### config.mk
export PLATFORM = sky130hd
export DESIGN_NAME = hd_min_unit
export DESIGN_NICKNAME = d
export VERILOG_FILES = /design/src/hdl/assert_macros.svh /design/src/hdl/hd_pkg.sv /design/src/hdl/hd_min_unit.sv
export SDC_FILE = /design/constraint.sdc
export NUM_CORES = 1
export LEC_CHECK = 0
export ABC_AREA = 1
export BUFFER_PORTS_ARGS = -buffer_cell sky130_fd_sc_hd__buf_2
export CAP_MARGIN = 10
export CORE_UTILIZATION = 35
export CTS_CLUSTER_DIAMETER = 80
export CTS_CLUSTER_SIZE = 8
export DETAILED_ROUTE_END_ITERATION = 6
export HOLD_SLACK_MARGIN = 0.03
export PLACE_DENSITY = 0.62
export SYNTH_ARGS = -nofsm -noshare
export SYNTH_HDL_FRONTEND = slang
export SYNTH_SLANG_ARGS = --single-unit
### constraint.sdc
create_clock -name clk_i -period 2.2 [get_ports clk_i]
set_input_delay 0.33 -clock clk_i [delete_from_list [all_inputs] [get_ports clk_i]]
set_output_delay 0.33 -clock clk_i [all_outputs]
set_load 0.05 [all_outputs]
### src/hdl/assert_macros.svh
// Assertion helpers shared by the RTL. Define ASSERT_OFF to compile them out.
`ifndef ASSERT_MACROS_SVH
`define ASSERT_MACROS_SVH

`ifndef ASSERT_OFF

// Property that must hold at every clock edge outside reset.
`define HD_ASSERT(lbl, clk, rst_n, prop) \
  lbl: assert property (@(posedge clk) disable iff (!rst_n) (prop)) \
    else $error("assertion failed");

// Condition that must never be true outside reset.
`define HD_ASSERT_NEVER(lbl, clk, rst_n, expr) \
  lbl: assert property (@(posedge clk) disable iff (!rst_n) !(expr)) \
    else $error("forbidden condition seen");

`else

`define HD_ASSERT(lbl, clk, rst_n, prop)
`define HD_ASSERT_NEVER(lbl, clk, rst_n, expr)

`endif

`endif

### src/hdl/hd_pkg.sv
package hd_pkg;

  // Field widths.
  localparam int unsigned SYM_W  = 8;
  localparam int unsigned CNT_W  = 31;
  localparam int unsigned NODE_W = 40;
  localparam int unsigned ID_W   = 9;

  localparam int unsigned ALPHABET_SIZE_DEF = 256;
  localparam int unsigned LEAF_CNT          = 256;

  // Leaves are numbered in signed-byte order.
  localparam logic [SYM_W-1:0] LEAF_FLIP = 8'h80;
  localparam logic [2:0]       MSB_INDEX = 3'd7;

  typedef enum logic [1:0] {
    FUNC_LOAD  = 2'd0,
    FUNC_DATA  = 2'd1,
    FUNC_CLEAR = 2'd2
  } func_e;

  typedef enum logic [3:0] {
    S_IDLE,
    S_INIT,
    S_INIT_END,
    S_PICK,
    S_PICK_END,
    S_MERGE,
    S_WALK_BIT,
    S_WALK_SEL,
    S_FLUSH
  } state_e;

  // Running minimum over the live leaves.
  typedef struct packed {
    logic             vld;
    logic [SYM_W-1:0] id;
    logic [CNT_W-1:0] w;
  } leaf_best_t;

endpackage

### src/hdl/hd_min_unit.sv
module hd_min_unit
  import hd_pkg::*;
(
  input  logic             clk_i,
  input  logic             rst_ni,
  input  logic             clr_i,
  input  logic             smp_vld_i,
  input  logic [SYM_W-1:0] smp_id_i,
  input  logic [CNT_W-1:0] smp_w_i,
  output leaf_best_t       best_o
);

  leaf_best_t best_q, best_d;

  // Strict compare keeps the lower node number on a tie.
  always_comb begin
    best_d = best_q;
    if (clr_i) begin
      best_d = '0;
    end else if (smp_vld_i && (!best_q.vld || (smp_w_i < best_q.w))) begin
      best_d.vld = 1'b1;
      best_d.id  = smp_id_i;
      best_d.w   = smp_w_i;
    end
  end

  always_ff @(posedge clk_i or negedge rst_ni) begin
    if (!rst_ni) begin
      best_q <= '0;
    end else begin
      best_q <= best_d;
    end
  end

  assign best_o = best_q;

endmodule

==> run metrics <==
run status finished, final reports clean; Routed WL about 6.4 mm; Netlist cell types 20; layout cells sized above 1 0.276; dpl ws about 0.17 ns; reg-to-reg slack, setup approximately 0.18 ns; Synth Warn # 0; Routed Antenna Nets 0; via count 2465; net switching power about 750 uW; area delta synth->final 22.4%; r2r endpoint best_o[9]$_DFFE_PN0P_; DP Wirelength 4.65 mm; Longest Clk Path Bufs 2; Syn Area/Cell 7.93 um^2; # diodes 0; RSZ-0062 raised after global routing false; Worst-path clk slew about 0.080 ns; Yosys top cell by area dfrtp_1; final hold viol count 0; Synth area leaders dfrtp_1 (38%), ha_1 (14%), nand2_1 (13%), nand4_1 (9.3%), inv_1 (6.3%); max-cap violation count 0; worst flop-to-flop path startpoint best_o[14]$_DFFE_PN0P_; Lkg Pwr between 0.0015 and 0.002 uW; Worst-Margin Slew about 0.64 ns; worst IR drop on VDD 0.177 mV; Routed wire per std cell approximately 13 um; WP buf/inv 2; Num CTS Buffers 5; clock root buffer clkbuf_8; Peak Freq just under 500 MHz; GR Overflow Total 0; Int Power 1220 uW; Overall Power 1960 uW; share of synthesized registers carrying an async set or reset 1.00; first-pass GRT wire length just over 10 mm; placed cell count 500; CP Launch Type flip-flop; H-tree depth 2; Worst setup EP type flip-flop; Synth top area share 0.381; register area share after synthesis 0.381; initial antenna violation count 0; Seq pwr share 0.420; switching fraction of total power 0.380; Logic pwr share 0.312; Mapped Area between 2000 and 3000 um^2; setup violators final 0; Pins Over Slew Limit 0; kind of cell adding the most delay to the critical path simple AND/OR/NAND/NOR gates; CP max stage delay about 0.40 ns; Post-synth top cells nand2_1 (89), inv_1 (44), dfrtp_1 (40), nand4_1 (39); Setup Buffers After CTS 0; DRT Pass-1 Iters 4; Worst Skew about 0.0034 ns; CTS Hold Buffers Added 0; non-filler cells, final 508; initial core utilization 0.362; Synth Instances about 330; CTS tree done; core region area 7250 um^2; hold crit path type in2async; most common cell in the netlist nand2_1; period utilization 0.917; Setup TNS 0 ns; FF-to-FF path depth 15; EDFF count, synth 0; final setup margin about 0.18 ns; Cell Rows 31; Max-Slew Margin vs Limit 0.571; largest fanout on the critical path 19; Post-route DRC 0; Seq cells post-synth 40; die width 88.6 um; worst path arrival time around 2.3 ns; clk_lat worst skew slightly below 0.3 ns; Nets ~480; WP data required around 2.4 ns; I/O Pins 83; gr usage total 0.168; clock share of power 0.268; CTS Sinks 40; min Tclk post-route about 2.0 ns; Pwr Density about 610 nW/um^2; GP Congestion about 0.75; Main synth FF type dfrtp_1; CP max-delay cell dfrtp_1; Starting DRT DRC Count 70; pin count of the biggest net entering global routing 41; die area between 7000 and 8000 um^2; syn nets approximately 400; Critical Setup Path Class reg2reg; Fill cells around 770; Largest register FFs 40; port bufs just over 80; crit-path cells inv_1, ha_1, nand2_1, nor2_1, nand2_1, nor2_1, nand2_1, nand2_1, nand2_1, nand2_1, nand2_2, nand2_2, buf_4, nand3_1, nand2_1; Worst path most repeated cell nand2_1; post_cts resized 0; vias in the first global route 2224; vias per cell between 4 and 5; Die Span Y 88.6 um
## worst reg2reg max path: cells and delay by family (launching register included)
kind / cells / cell delay (ns)
flops: 1 / 0.40
buf+inv: 2 / 0.31
fa+ha+maj: 1 / 0.28
simple gates: 12 / 0.96
## power groups by stage
stage | registers, uW | clock network, uW | logic (uW)
after floorplan | 1010 | 0 | 266
after global placement | 838 | 0 | 612
after detailed placement | 839 | 0 | 621
after CTS | 824 | 545 | 623
after global routing | 831 | 574 | 684
final | 824 | 526 | 613
## area by class of cell
type                    count  area [um^2]  share of cell area
clock inverters             2         10.0             0.00312
clock buffers               6         82.6              0.0257
flip-flops and latches     40         1000               0.312
inverters                  45          169              0.0526
repair buffers             91          490               0.153
multi-input cells         225         1340               0.416
well taps                  99          124              0.0386
## cell usage in the layout, fill, tap and decap left out
master and count:
buf_12 1, nor2_1 11, inv_1 44, a21o_1 2
and2_1 1, dfrtp_1 40, clkbuf_8 6, buf_2 82
ha_1 30, nand3_2 10, a21oi_1 10, buf_4 8
clkinv_2 2, nand2_1 89, nand3_1 30, nor2_2 1
nand4_1 39, nand2_2 2, inv_2 1
## logic make-up (layout without fill, tap and decap cells)
| logic type | Yosys count | in the layout | synth area share |
|---|---|---|---|
| fa+ha+maj | 30 | 30 | 0.143 |
| flops | 40 | 40 | 0.381 |
| buf+inv | 66 | 144 | 0.110 |
| simple gates | 183 | 183 | 0.341 |
| compound gates | 12 | 12 | 0.0248 |
## how the worst max path moves through the flow
stage,startpoint,endpoint,cells after the start
floorplan,best_o[30]$_DFFE_PN0P_,best_o[16]$_DFFE_PN0P_,14
global placement,smp_w_i[14],best_o[30]$_DFFE_PN0P_,15
detailed placement,smp_w_i[14],best_o[9]$_DFFE_PN0P_,15
CTS,best_o[14]$_DFFE_PN0P_,best_o[9]$_DFFE_PN0P_,15
global route,best_o[14]$_DFFE_PN0P_,best_o[1]$_DFFE_PN0P_,15
finish,best_o[14]$_DFFE_PN0P_,best_o[9]$_DFFE_PN0P_,15
## metrics by stage
step / hold slack, ns / utilization / cell area [um^2]
finish: 0.0515 / 0.443 / 3210
global route: 0.0879 / 0.443 / 3210
CTS: 0.0708 / 0.443 / 3210
detailed placement: 0.398 / 0.430 / 3120
global placement: 0.381 / 0.430 / 3120
floorplan: 0.0344 / - / 2630
## per-layer routing
| layer | vias up | global-route usage | routed length, um |
|---|---|---|---|
| met2 | 59 | 0.280 | 3050 |
| met3 | 6 | 0.0345 | 261 |
| met1 | 1156 | 0.223 | 3080 |
| met4 | 0 | 0.0396 | 55 |
| li1 | 1244 | - | - |
| met5 | - | 0 | 0 |
Power figures use the tool's default switching activity.
